File: src/sv/m65x_pkg.sv
package m65x_pkg;

    // Operation codes of one decoded instruction.
    typedef enum logic [5:0] {
        K_LDA = 6'd0,  K_LDX = 6'd1,  K_LDY = 6'd2,  K_STA = 6'd3,
        K_STX = 6'd4,  K_STY = 6'd5,  K_TAX = 6'd6,  K_TAY = 6'd7,
        K_TXA = 6'd8,  K_TYA = 6'd9,  K_TSX = 6'd10, K_TXS = 6'd11,
        K_PHA = 6'd12, K_PHP = 6'd13, K_PLA = 6'd14, K_PLP = 6'd15,
        K_AND = 6'd16, K_EOR = 6'd17, K_ORA = 6'd18, K_BIT = 6'd19,
        K_ADC = 6'd20, K_SBC = 6'd21, K_INC = 6'd22, K_INX = 6'd23,
        K_INY = 6'd24, K_DEC = 6'd25, K_DEX = 6'd26, K_DEY = 6'd27,
        K_ASL = 6'd28, K_LSR = 6'd29, K_ROL = 6'd30, K_ROR = 6'd31,
        K_CMP = 6'd32, K_CPX = 6'd33, K_CPY = 6'd34, K_BCC = 6'd35,
        K_BCS = 6'd36, K_BEQ = 6'd37, K_BMI = 6'd38, K_BNE = 6'd39,
        K_BPL = 6'd40, K_BVC = 6'd41, K_BVS = 6'd42, K_JMP = 6'd43,
        K_JSR = 6'd44, K_RTS = 6'd45, K_RTI = 6'd46, K_CLC = 6'd47,
        K_CLD = 6'd48, K_CLI = 6'd49, K_CLV = 6'd50, K_SEC = 6'd51,
        K_SED = 6'd52, K_SEI = 6'd53, K_RSV = 6'd54, K_NOP = 6'd55
    } kind_t;

    // Status bit positions, NV1BDIZC.
    localparam int FL_C = 0;
    localparam int FL_Z = 1;
    localparam int FL_I = 2;
    localparam int FL_D = 3;
    localparam int FL_B = 4;
    localparam int FL_U = 5;
    localparam int FL_V = 6;
    localparam int FL_N = 7;

    localparam logic [7:0] SP_RESET    = 8'hFD;
    localparam logic [7:0] FLAGS_RESET = 8'h24;

    // Sequencer states.
    typedef enum logic [3:0] {
        ST_IDLE = 4'b0001,
        ST_JSR  = 4'b0010,
        ST_PULL = 4'b0100,
        ST_FIN  = 4'b1000
    } state_t;

endpackage

File: src/sv/m65x_ram.sv
module m65x_ram
    #(
    parameter int WIDTH = 8,
    parameter int DEPTH = 256
    )
    (
    input  logic                     aclk,
    input  logic                     we,
    input  logic [$clog2(DEPTH)-1:0] addr,
    input  logic [WIDTH-1:0]         wdata,
    output logic [WIDTH-1:0]         rdata
    );

    logic [WIDTH-1:0] mem [DEPTH];

    // Single port, registered read.
    always_ff @(posedge aclk) begin
        if (we) begin
            mem[addr] <= wdata;
        end
        rdata <= mem[addr];
    end

endmodule

File: src/sv/mos6502_execute_unit.sv
// 6502 execute unit.
// Input channel s_*: one decoded instruction per word (kind, operand, address,
// following pc and the accumulator-mode bit for shifts). Output channel m_*:
// one result word per instruction with the next PC, an optional memory write
// and the register file after execution.
// Plain instructions and single pushes complete in the idle state: a new word
// is accepted every cycle while the output register is free or being drained.
// JSR goes on to the JSR state, as its two return bytes go through the one port
// of the stack RAM. Pulls issue one read per byte through that port and its
// registered read, capture each byte in the pull state and end in the finish
// state: PLA and PLP pull one byte, RTS two and RTI three.
// Results are presented from an output register; while the receiver stalls
// the word holds and the next instruction waits unaccepted or in its final state.
// Reset sets A, X, Y to zero, SP to 0xFD and the status to 0x24. The stack
// page reads as zero until written, tracked by per-entry valid bits that
// reset clears at once, so no clearing pass is needed.
module mos6502_execute_unit
    import m65x_pkg::*;
    #(
    parameter int STACK_DEPTH = 256
    )
    (
    input  logic        aclk,
    input  logic        aresetn,
    input  logic        s_valid,
    output logic        s_ready,
    input  logic [5:0]  s_kind,
    input  logic [7:0]  s_operand,
    input  logic [15:0] s_address,
    input  logic [15:0] s_pc,
    input  logic        s_accumulator_mode,
    output logic        m_valid,
    input  logic        m_ready,
    output logic [15:0] m_next_pc,
    output logic        m_write_enable,
    output logic [15:0] m_write_address,
    output logic [7:0]  m_write_data,
    output logic [7:0]  m_acc_out,
    output logic [7:0]  m_x_out,
    output logic [7:0]  m_y_out,
    output logic [7:0]  m_sp_out,
    output logic [7:0]  m_flags_out
    );

    localparam int AW = $clog2(STACK_DEPTH);

    state_t      state_reg, state_next;
    logic [7:0]  a_reg, a_next, x_reg, x_next, y_reg, y_next;
    logic [7:0]  sp_reg, sp_next, p_reg, p_next;
    kind_t       kind_reg, kind_next;
    logic [15:0] addr_reg, addr_next, pc_reg, pc_next;
    logic [1:0]  pidx_reg, pidx_next;
    logic [7:0]  pb_reg [3];
    logic [7:0]  pb_next [3];
    logic [STACK_DEPTH-1:0] sval_reg, sval_next;
    logic        rval_reg;

    logic        mv_reg, mv_next;
    logic [15:0] npc_reg, npc_next, wa_reg, wa_next;
    logic        we_reg, we_next;
    logic [7:0]  wd_reg, wd_next;

    logic          ram_we;
    logic [AW-1:0] ram_addr;
    logic [7:0]    ram_wdata, ram_rdata, rbyte;
    logic          out_free, s_fire;

    m65x_ram #(.WIDTH(8), .DEPTH(STACK_DEPTH)) u_stack (
        .aclk  (aclk),
        .we    (ram_we),
        .addr  (ram_addr),
        .wdata (ram_wdata),
        .rdata (ram_rdata)
    );

    assign out_free = !mv_reg || m_ready;
    assign s_ready  = (state_reg == ST_IDLE) && out_free;
    assign s_fire   = s_valid && s_ready;
    assign rbyte    = rval_reg ? ram_rdata : 8'h00;

    // Return address byte of JSR: pc minus one, high or low byte.
    function automatic logic [7:0] pc_next_m1(input logic [15:0] pc, input logic hi);
        logic [15:0] r;
        r = pc - 16'd1;
        return hi ? r[15:8] : r[7:0];
    endfunction

    // Decode, execute and sequence the stack accesses.
    always_comb begin
        logic [8:0] sum;
        logic [7:0] mop, v;
        logic       take;
        state_next = state_reg;
        a_next = a_reg; x_next = x_reg; y_next = y_reg;
        sp_next = sp_reg; p_next = p_reg;
        kind_next = kind_reg; addr_next = addr_reg; pc_next = pc_reg;
        pidx_next = pidx_reg;
        pb_next = pb_reg;
        sval_next = sval_reg;
        mv_next = mv_reg && !m_ready;
        npc_next = npc_reg; wa_next = wa_reg; we_next = we_reg; wd_next = wd_reg;
        ram_we = 1'b0;
        ram_addr = sp_reg[AW-1:0];
        ram_wdata = 8'h00;
        sum = 9'd0; mop = 8'h00; v = 8'h00; take = 1'b0;

        unique case (state_reg)
            ST_IDLE: begin
                if (s_fire) begin
                    kind_next = kind_t'(s_kind);
                    addr_next = s_address;
                    pc_next   = s_pc;
                    pidx_next = 2'd0;
                    mv_next   = 1'b1;
                    npc_next  = s_pc;
                    we_next   = 1'b0;
                    wa_next   = 16'h0000;
                    wd_next   = 8'h00;
                    case (s_kind)
                        K_LDA: begin a_next = s_operand; v = s_operand; end
                        K_LDX: begin x_next = s_operand; v = s_operand; end
                        K_LDY: begin y_next = s_operand; v = s_operand; end
                        K_TAX: begin x_next = a_reg; v = a_reg; end
                        K_TAY: begin y_next = a_reg; v = a_reg; end
                        K_TXA: begin a_next = x_reg; v = x_reg; end
                        K_TYA: begin a_next = y_reg; v = y_reg; end
                        K_TSX: begin x_next = sp_reg; v = sp_reg; end
                        K_AND: begin v = a_reg & s_operand; a_next = v; end
                        K_EOR: begin v = a_reg ^ s_operand; a_next = v; end
                        K_ORA: begin v = a_reg | s_operand; a_next = v; end
                        K_INX: begin v = x_reg + 8'd1; x_next = v; end
                        K_INY: begin v = y_reg + 8'd1; y_next = v; end
                        K_DEX: begin v = x_reg - 8'd1; x_next = v; end
                        K_DEY: begin v = y_reg - 8'd1; y_next = v; end
                        default: v = 8'h00;
                    endcase
                    case (s_kind)
                        K_LDA, K_LDX, K_LDY, K_TAX, K_TAY, K_TXA, K_TYA, K_TSX,
                        K_AND, K_EOR, K_ORA, K_INX, K_INY, K_DEX, K_DEY: begin
                            p_next[FL_Z] = (v == 8'h00);
                            p_next[FL_N] = v[7];
                        end
                        K_STA, K_STX, K_STY: begin
                            we_next = 1'b1;
                            wa_next = s_address;
                            wd_next = (s_kind == K_STA) ? a_reg :
                                      (s_kind == K_STX) ? x_reg : y_reg;
                        end
                        K_TXS: sp_next = x_reg;
                        K_PHA, K_PHP: begin
                            ram_we = 1'b1;
                            ram_wdata = (s_kind == K_PHA) ? a_reg : (p_reg | 8'h30);
                            sval_next[sp_reg[AW-1:0]] = 1'b1;
                            sp_next = sp_reg - 8'd1;
                        end
                        K_PLA, K_PLP, K_RTS, K_RTI: begin
                            mv_next = mv_reg && !m_ready;
                            ram_addr = sp_reg[AW-1:0] + AW'(1);
                            sp_next = sp_reg + 8'd1;
                            state_next = ST_PULL;
                        end
                        K_JSR: begin
                            mv_next = mv_reg && !m_ready;
                            ram_we = 1'b1;
                            ram_wdata = pc_next_m1(s_pc, 1'b1);
                            sval_next[sp_reg[AW-1:0]] = 1'b1;
                            sp_next = sp_reg - 8'd1;
                            state_next = ST_JSR;
                        end
                        K_BIT: begin
                            p_next[FL_Z] = ((a_reg & s_operand) == 8'h00);
                            p_next[FL_N] = s_operand[7];
                            p_next[FL_V] = s_operand[6];
                        end
                        K_ADC, K_SBC: begin
                            mop = (s_kind == K_SBC) ? ~s_operand : s_operand;
                            sum = {1'b0, a_reg} + {1'b0, mop} + {8'h00, p_reg[FL_C]};
                            a_next = sum[7:0];
                            p_next[FL_C] = sum[8];
                            p_next[FL_V] = ~(a_reg[7] ^ mop[7]) & (a_reg[7] ^ sum[7]);
                            p_next[FL_Z] = (sum[7:0] == 8'h00);
                            p_next[FL_N] = sum[7];
                        end
                        K_INC, K_DEC: begin
                            v = (s_kind == K_INC) ? s_operand + 8'd1 : s_operand - 8'd1;
                            we_next = 1'b1;
                            wa_next = s_address;
                            wd_next = v;
                            p_next[FL_Z] = (v == 8'h00);
                            p_next[FL_N] = v[7];
                        end
                        K_ASL, K_LSR, K_ROL, K_ROR: begin
                            mop = s_accumulator_mode ? a_reg : s_operand;
                            if (s_kind == K_ASL || s_kind == K_ROL) begin
                                p_next[FL_C] = mop[7];
                                v = {mop[6:0], (s_kind == K_ROL) & p_reg[FL_C]};
                            end else begin
                                p_next[FL_C] = mop[0];
                                v = {(s_kind == K_ROR) & p_reg[FL_C], mop[7:1]};
                            end
                            p_next[FL_Z] = (v == 8'h00);
                            p_next[FL_N] = v[7];
                            if (s_accumulator_mode) begin
                                a_next = v;
                            end else begin
                                we_next = 1'b1;
                                wa_next = s_address;
                                wd_next = v;
                            end
                        end
                        K_CMP, K_CPX, K_CPY: begin
                            mop = (s_kind == K_CMP) ? a_reg :
                                  (s_kind == K_CPX) ? x_reg : y_reg;
                            sum = {1'b0, mop} - {1'b0, s_operand};
                            p_next[FL_C] = !sum[8];
                            p_next[FL_Z] = (sum[7:0] == 8'h00);
                            p_next[FL_N] = sum[7];
                        end
                        K_BCC: take = !p_reg[FL_C];
                        K_BCS: take = p_reg[FL_C];
                        K_BEQ: take = p_reg[FL_Z];
                        K_BMI: take = p_reg[FL_N];
                        K_BNE: take = !p_reg[FL_Z];
                        K_BPL: take = !p_reg[FL_N];
                        K_BVC: take = !p_reg[FL_V];
                        K_BVS: take = p_reg[FL_V];
                        K_JMP: take = 1'b1;
                        K_CLC: p_next[FL_C] = 1'b0;
                        K_CLD: p_next[FL_D] = 1'b0;
                        K_CLI: p_next[FL_I] = 1'b0;
                        K_CLV: p_next[FL_V] = 1'b0;
                        K_SEC: p_next[FL_C] = 1'b1;
                        K_SED: p_next[FL_D] = 1'b1;
                        K_SEI: p_next[FL_I] = 1'b1;
                        default: take = 1'b0;
                    endcase
                    if (take) begin
                        npc_next = s_address;
                    end
                end
            end
            ST_JSR: begin
                // Second return byte and the result word.
                if (out_free) begin
                    ram_we = 1'b1;
                    ram_wdata = pc_next_m1(pc_reg, 1'b0);
                    sval_next[sp_reg[AW-1:0]] = 1'b1;
                    sp_next = sp_reg - 8'd1;
                    mv_next = 1'b1;
                    npc_next = addr_reg;
                    we_next = 1'b0; wa_next = 16'h0000; wd_next = 8'h00;
                    state_next = ST_IDLE;
                end
            end
            ST_PULL: begin
                // Capture the byte read last cycle; issue the next read or move to the finish state.
                pb_next[pidx_reg] = rbyte;
                pidx_next = pidx_reg + 2'd1;
                if ((kind_reg == K_RTS && pidx_reg == 2'd0) ||
                    (kind_reg == K_RTI && pidx_reg != 2'd2)) begin
                    ram_addr = sp_reg[AW-1:0] + AW'(1);
                    sp_next = sp_reg + 8'd1;
                end else begin
                    state_next = ST_FIN;
                end
            end
            ST_FIN: begin
                if (out_free) begin
                    mv_next = 1'b1;
                    npc_next = pc_reg;
                    we_next = 1'b0; wa_next = 16'h0000; wd_next = 8'h00;
                    case (kind_reg)
                        K_PLA: begin
                            a_next = pb_reg[0];
                            p_next[FL_Z] = (pb_reg[0] == 8'h00);
                            p_next[FL_N] = pb_reg[0][7];
                        end
                        K_PLP: p_next = (pb_reg[0] & 8'hEF) | 8'h20;
                        K_RTS: npc_next = {pb_reg[1], pb_reg[0]} + 16'd1;
                        K_RTI: begin
                            p_next = (pb_reg[0] & 8'hEF) | 8'h20;
                            npc_next = {pb_reg[2], pb_reg[1]};
                        end
                        default: npc_next = pc_reg;
                    endcase
                    state_next = ST_IDLE;
                end
            end
            default: state_next = ST_IDLE;
        endcase
    end

    // Control and register file.
    always_ff @(posedge aclk) begin
        if (!aresetn) begin
            state_reg <= ST_IDLE;
            a_reg <= 8'h00; x_reg <= 8'h00; y_reg <= 8'h00;
            sp_reg <= SP_RESET; p_reg <= FLAGS_RESET;
            sval_reg <= '0;
            mv_reg <= 1'b0;
            pidx_reg <= 2'd0;
            rval_reg <= 1'b0;
        end else begin
            state_reg <= state_next;
            a_reg <= a_next; x_reg <= x_next; y_reg <= y_next;
            sp_reg <= sp_next; p_reg <= p_next;
            sval_reg <= sval_next;
            mv_reg <= mv_next;
            pidx_reg <= pidx_next;
            rval_reg <= sval_reg[ram_addr];
        end
    end

    // Item and result payload.
    always_ff @(posedge aclk) begin
        kind_reg <= kind_next; addr_reg <= addr_next; pc_reg <= pc_next;
        pb_reg <= pb_next;
        npc_reg <= npc_next; we_reg <= we_next; wa_reg <= wa_next; wd_reg <= wd_next;
    end

    // Register file is sampled into the result word when it is loaded.
    logic [7:0] ao_reg, xo_reg, yo_reg, so_reg, fo_reg;
    always_ff @(posedge aclk) begin
        if (mv_next && out_free) begin
            ao_reg <= a_next; xo_reg <= x_next; yo_reg <= y_next;
            so_reg <= sp_next; fo_reg <= p_next;
        end
    end

    assign m_valid         = mv_reg;
    assign m_next_pc       = npc_reg;
    assign m_write_enable  = we_reg;
    assign m_write_address = wa_reg;
    assign m_write_data    = wd_reg;
    assign m_acc_out       = ao_reg;
    assign m_x_out         = xo_reg;
    assign m_y_out         = yo_reg;
    assign m_sp_out        = so_reg;
    assign m_flags_out     = fo_reg;

    a_state_onehot: assert property (@(posedge aclk) disable iff (!aresetn)
        $onehot(state_reg)) else $error("sequencer state not one-hot");

    a_push_dec: assert property (@(posedge aclk) disable iff (!aresetn)
        s_fire && (s_kind == K_PHA || s_kind == K_PHP)
        |=> sp_reg == $past(sp_reg) - 8'd1) else $error("push did not move SP");

    a_no_write_in_pull: assert property (@(posedge aclk) disable iff (!aresetn)
        (state_reg == ST_PULL || state_reg == ST_FIN) |-> !ram_we)
        else $error("stack write during pull");

    a_unused_flag_set: assert property (@(posedge aclk) disable iff (!aresetn)
        p_reg[FL_U] && !p_reg[FL_B]) else $error("status bits 4/5 corrupted");

endmodule
File: config.mk
export PLATFORM = sky130hd
export DESIGN_NAME = mos6502_execute_unit
export DESIGN_NICKNAME = d
export VERILOG_FILES = /design/src/sv/m65x_pkg.sv /design/src/sv/m65x_ram.sv /design/src/sv/mos6502_execute_unit.sv
export SDC_FILE = /design/constraint.sdc
export NUM_CORES = 2
export LEC_CHECK = 0
export BUFFER_PORTS_ARGS = -buffer_cell sky130_fd_sc_hd__buf_2
export CAP_MARGIN = 5
export CORE_MARGIN = 3
export CORE_UTILIZATION = 45
export CTS_CLUSTER_SIZE = 12
export DETAILED_ROUTE_END_ITERATION = 8
export PLACE_DENSITY = 0.67
export SYNTH_ARGS = -nofsm -noshare
export SYNTH_HDL_FRONTEND = slang
export SYNTH_SLANG_ARGS = --single-unit
File: constraint.sdc
create_clock -name aclk -period 19.55 [get_ports aclk]
set_clock_uncertainty 0.15 [all_clocks]
set_input_delay 0 -clock aclk [delete_from_list [all_inputs] [get_ports aclk]]
set_output_delay 0 -clock aclk [all_outputs]
set_load 0.02 [all_outputs]
**Word level (Yosys, flattened, before mapping)**

Memory sizes are Yosys's and may differ from the RTL's. A register that Yosys moved wholly into a read port is not among the register bits.
Index checks and enable logic that the tools add are counted.

- Add/sub/neg operators: 15
- Order comparisons: 5
- Equality and inequality tests: 69
- Muxes and demuxes: 110
- Bitwise operators: 12
- Reduce and logical (&&, ||, !) cells: 53

Operators with widths:

| cell | number |
|---|---|
| 256-bit two-way mux | 3 |
| 256-bit one-hot mux with 2 select lines | 1 |
| 8-bit two-way mux | 35 |
| 256-bit bitwise OR | 1 |
| 6-bit equality test (second input constant) | 24 |
| 16-bit two-way mux | 7 |
| 6-bit by 5-bit equality test with 1-bit output (second input constant) | 16 |
| 16-bit one-hot mux with 2 select lines | 3 |
| 8-bit one-hot mux with 12 select lines | 1 |
| 8-bit one-hot mux with 2 select lines | 6 |
| 8-bit one-hot mux with 3 select lines | 3 |
| 6-bit by 4-bit equality test with 1-bit output (second input constant) | 10 |
| 8-bit zero test | 7 |
| 16-bit one-hot mux with 3 select lines | 1 |
| 8-bit one-hot mux with 6 select lines | 1 |
| 8-bit one-hot mux with 5 select lines | 1 |
| 8-bit by 1-bit subtractor with 8-bit output (second input constant) | 5 |
| 8-bit by 1-bit adder with 8-bit output (second input constant) | 4 |
| 8-bit one-hot mux with 4 select lines | 1 |
| 24-bit bitwise mux | 1 |
| 6-bit by 3-bit equality test with 1-bit output (second input constant) | 4 |
| 8-bit by 9-bit < comparator with 1-bit output (second input constant) | 2 |
| 1-bit two-way mux | 18 |
| 16-bit by 1-bit adder with 16-bit output (second input constant) | 1 |
| other kinds (54) | 108 |

- Register bits after elaboration: 447
- RAM bits: 2048
- Bits of input ports: 51
- Memories: 1

Memories:

| memory | words | bits a word | read ports | clocked after Yosys merged registers in | write ports | RTL line | text |
|---|---|---|---|---|---|---|---|
| u_stack.mem | 256 | 8 | 1 | 1 | 1 | m65x_ram.sv:14 | `logic [WIDTH-1:0] mem [DEPTH];` |

**Depth between registers and ports, before layout**

- Depth in word-level cells: 10
- Mapped depth: 22
- Mapped depth without buffers: 20

**By module**

A second synthesis with hierarchy kept.

- Cell total of the unflattened synthesis: 6516
- Area, all modules: 102597.1 µm²

Modules (own cells, without submodules):

| module | times used | cells each | area an instance (µm²) | seq. area each (µm²) |
|---|---|---|---|---|
| m65x_ram | 1 | 3547 | 78492.8 | 61659.1 |
| mos6502_execute_unit | 1 | 2969 | 24104.4 | 10380.0 |

**Least setup slack after synthesis**

OpenSTA, ideal clock, no wires.

- Path kind: register to register
- Start: register state_reg[1]
- End: memory u_stack.mem[0][3], data pin
- Setup time: 2.191 ns
- Arrival: 11.746 ns
- Data required time: 17.209 ns
- Slack: 5.463 ns
- Stages on the path, launching flop included: 7
- Cells stage by stage: dfxtp_1 > buf_2 > nor4b_4 > nand3_1 > inv_2 > nand2_1 > o21ai_0

- Longest elaborated chain between the ends: 5
- Elaborated cells between the ends (all ways): 6
- Classes of those cells: eq/ne (2); mux (2); reduce/logical (2)

RTL lines:

| element | RTL line | text |
|---|---|---|
| from (decl) | mos6502_execute_unit.sv:47 | `state_t state_reg, state_next;` |
| from (signal assigned) | mos6502_execute_unit.sv:304 | `state_reg <= state_next;` |
| 4-bit by 1-bit equality test with 1-bit output | mos6502_execute_unit.sv:77, mos6502_execute_unit.sv:107 |  |
| 1-bit logical AND | mos6502_execute_unit.sv:77 | `assign s_ready = (state_reg == ST_IDLE) && out_free;` |
| 1-bit logical AND | mos6502_execute_unit.sv:78 | `assign s_fire = s_valid && s_ready;` |
| 8-bit two-way mux | mos6502_execute_unit.sv:109 | `if (s_fire) begin` |
| 8-bit one-hot mux with 2 select lines * | mos6502_execute_unit.sv:107 | `unique case (state_reg)` |
| net ram_wdata[3] | mos6502_execute_unit.sv:65 | `logic [7:0] ram_wdata, ram_rdata, rbyte;` |
| to (decl) | m65x_ram.sv:14 |  |

The timed path passes the listed nets; every way through them passes the cells marked *.

**Final worst setup path**

- Start: register state_reg[0]
- End: register u_stack.rdata[2] (read register of u_stack.mem)

- Longest elaborated chain between the ends: 5
- Elaborated cells between the ends (all ways): 6
- Classes of those cells: eq/ne (2); mux (2); reduce/logical (2)

RTL lines:

| element | RTL line | text |
|---|---|---|
| 4-bit by 1-bit equality test with 1-bit output | mos6502_execute_unit.sv:77, mos6502_execute_unit.sv:107 |  |
| 1-bit logical AND | mos6502_execute_unit.sv:77 |  |
| 1-bit logical AND | mos6502_execute_unit.sv:78 |  |
| 8-bit two-way mux | mos6502_execute_unit.sv:109 |  |
| 8-bit one-hot mux with 2 select lines * | mos6502_execute_unit.sv:107 |  |
| to (decl) | m65x_ram.sv:11 | `output logic [WIDTH-1:0] rdata` |

Every way passes the cells marked *; elsewhere a longest branch is shown, timed or not.
A chain may end at the register's enable or synchronous reset.

==> impl_results.md <==
* Area growth syn-to-layout at 11.0%
* Crit path DAT at 9.37 ns
* Top cell type's share of synthesized area at 61.9%
* Leakage power total at 40.2 nW
* DRC Markers at 0
* Placed insts at 12000
* Critical path's top delay family: buffers and inverters
* CP Launch Type: flop
* Most used cell, CP: buf_4
* Synth top area cells: edfxtp_1, nand2_1, dfxtp_1
* Synth warnings at 0
* Max Clk Rate at 0.115 GHz
* Slew @ Worst Pin at 1.35 ns
* IO Pins at 134
* Fill cells at 20000
* CTS tree: yes
* Synthesized Nets at 9373
* H-tree levels at 5
* Drt pass-1 iters at 8
* Clock Tree Buf Depth at 4
* Worst IR Drop VDD at 79.5 uV
* Commonest non-fill, non-tap cell in the layout: edfxtp_1
* Final hold vios at 0
* Clock latency at the later pin of the worst-skew pair at 0.94 ns
* Routed Antenna Nets at 0
* Outcome: completed
* Avg Synthesized Cell Area at 11.5 um^2
* GRT Total Usage at 25.2%
* Layout cells sized above 1 at 7.20%
* Initial Util at 45.5%
* Final worst hold slack at 0.0720 ns
* Post-CTS Setup Repair Bufs at 0
* Area of the multi-input gates at 31300 um^2
* Power per Cell Area at 101 nW/um^2
* Nets at 9312
* Total gr overflow at 0
* Hold crit path type: primary input to flop
* Endpoints failing setup at 0
* Slowest-stage cell, CP: inv_2
* # port buffers at 133
* Routed len/inst at 25.3 um
* Placer Congestion at 0.932
* Max-slew headroom at 9.68%
* Post-synth top area cell: edfxtp_1
* Final worst path period need at 8.72 ns
* Instance count of the mapped netlist at 9264
* Clock-pin slew on the worst setup and hold paths at 0.06 ns
* DRT iter0 DRCs at 10800
* FFs w/ async S/R, synth at 0%
* CTS Buf Count at 276
* Clk sink count at 2503
* Post-synth cell types at 93
* Vias at 76500
* Avg Vias per Cell at 6.13
* Die area at 242000 um^2
* Vias in the first global route at 72100
* Largest net degree at the start of global routing at 199
* First-pass GRT wire length at 470 mm
* Max cap viols at 0
* Mapped cell area at 106000 um^2
* Core area at 234000 um^2
* Type of the setup path with the least slack: flop to flop
* RSZ-0062 raised after global routing: false
* Die Y at 492 um
* WL final at 316 mm
* Die X at 492 um
* Slew Limit Fails at 0
* Seq cells post-synth at 2503
* Crit-path cells: nor4b_4 -> nand3_1 -> buf_4 -> inv_2 -> a21o_1 -> nand2_4 -> xnor2_4 -> buf_4 -> buf_12 -> buf_4 -> a311oi_1 -> a31oi_1 -> o22ai_1 -> o21ai_0 -> nand4_1 -> or4_1
* Antenna violations before repair at 11
* Max reg flops at 2048
* CP peak stage delay at 0.76 ns
* CP max FO at 127
* Fin cells at 12500
* Fin crit share at 44.6%
* Ys flop type: edfxtp_1
* Row count at 177
* Critical Path End Type: flop
* Data required time of the worst path at 20.20 ns
* Post-DP HPWL at 182 mm
* Setup TNS at 0 ns
* Final core utilization at 50.5%
* Most frequent cells in the layout: edfxtp_1, nand2_1, nor2_1
* Root buf cell: clkbuf_16
* Bufs and invs on worst path at 5
* Sequential Area at 72000 um^2
* Register area share after synthesis at 67.7%
* Post-synth EDFFs at 2191
-- where the power goes --
part           internal (mW)  total, mW  switching [mW]
registers               5.78       5.82          0.0419
clock network           2.70       4.71            2.00
logic                  0.378       1.43            1.06
-- worst reg2reg max path, cell delays in order, from the launching register on --
cell,delay (ns)
dfxtp_1,0.52
nor4b_4,0.73
nand3_1,0.15
buf_4,0.30
inv_2,0.77
a21o_1,0.54
nand2_4,0.18
xnor2_4,0.68
buf_4,0.75
buf_12,0.53
buf_4,0.96
a311oi_1,0.15
a31oi_1,0.27
o22ai_1,0.19
o21ai_0,0.67
nand4_1,0.52
or4_1,0.54
-- stage by stage --
step / power [mW] / setup slack, ns / instance area (um^2)
after floorplan: 6.83 / 5.46 / 106000
after global placement: 7.31 / 11.31 / 109000
after detailed placement: 7.32 / 11.09 / 109000
after CTS: 12.0 / 10.97 / 118000
after global routing: 12.3 / 10.54 / 118000
final: 12.0 / 10.83 / 118000
-- per-layer routing --
layer	GRT usage [%]	wire [um]	vias to the layer above
met3	4.82	33400	732
li1	-	-	33600
met4	8.93	11500	6
met5	0	34	-
met2	38.8	144000	4367
met1	35.9	127000	37700
-- kinds of logic after synthesis --
logic type,share of synthesized area (%)
AND/OR/NAND/NOR,18.2
flip-flops,67.7
adder cells (fa/ha/maj),0.711
multiplexers,0.767
buffers and inverters,3.12
AO/OA/AOI/OAI,8.80
XOR/XNOR,0.659
-- synth_stat cells, drive strengths merged (5+ instances only) --
| cell | instances |
|---|---|
| edfxtp | 2191 |
| nand2 | 2110 |
| nor2 | 1069 |
| nand3 | 858 |
| clkbuf | 380 |
| dfxtp | 312 |
| buf | 309 |
| a311oi | 299 |
| and3 | 221 |
| a21oi | 179 |
| a31oi | 174 |
| a211oi | 171 |
| o21ai | 115 |
| o22ai | 78 |
| and2 | 64 |
| inv | 57 |
| xnor2 | 57 |
| mux2i | 56 |
| ha | 54 |
| a221oi | 45 |
| nor3 | 44 |
| a311o | 30 |
| nand4 | 29 |
| a22oi | 27 |
| o221ai | 24 |
| nand2b | 23 |
| xor2 | 20 |
| a221o | 19 |
| nor4 | 19 |
| nor2b | 18 |
| o211ai | 18 |
| a21o | 15 |
| a222oi | 13 |
| or2 | 13 |
| or4 | 12 |
| nor4b | 11 |
| o21bai | 11 |
| mux4 | 10 |
| a21boi | 8 |
| a22o | 8 |
| or3 | 8 |
| a2111oi | 7 |
| a32oi | 7 |
| o21a | 5 |
| o31ai | 5 |
-- worst paths after layout --
path,from,depth (start not counted),endpoint,slack (ns)
setup reg to reg,state_reg[0],16,u_stack.rdata[2],10.83
setup / recovery,state_reg[0],16,u_stack.rdata[2],10.83
hold reg to reg,p_reg[5],1,p_reg[5],0.29
hold / removal,s_pc[9],4,m_next_pc[9],0.07
-- what timing repair did --
action                    4_1_cts  5_1_grt
hold buffers                   91        0
hold endpoints to repair      198        0
gates resized for setup         0        0
-- layout make-up --
cell class | instances | area share (%)
diodes | 1 | 0.00212
clock buffers | 360 | 6.31
clock inverters | 51 | 0.317
inverters | 57 | 0.188
multi-input cells | 6015 | 26.5
flip-flops and latches | 2503 | 61.0
well taps | 3132 | 3.32
repair buffers | 350 | 2.31
Power figures use the tool's default switching activity.
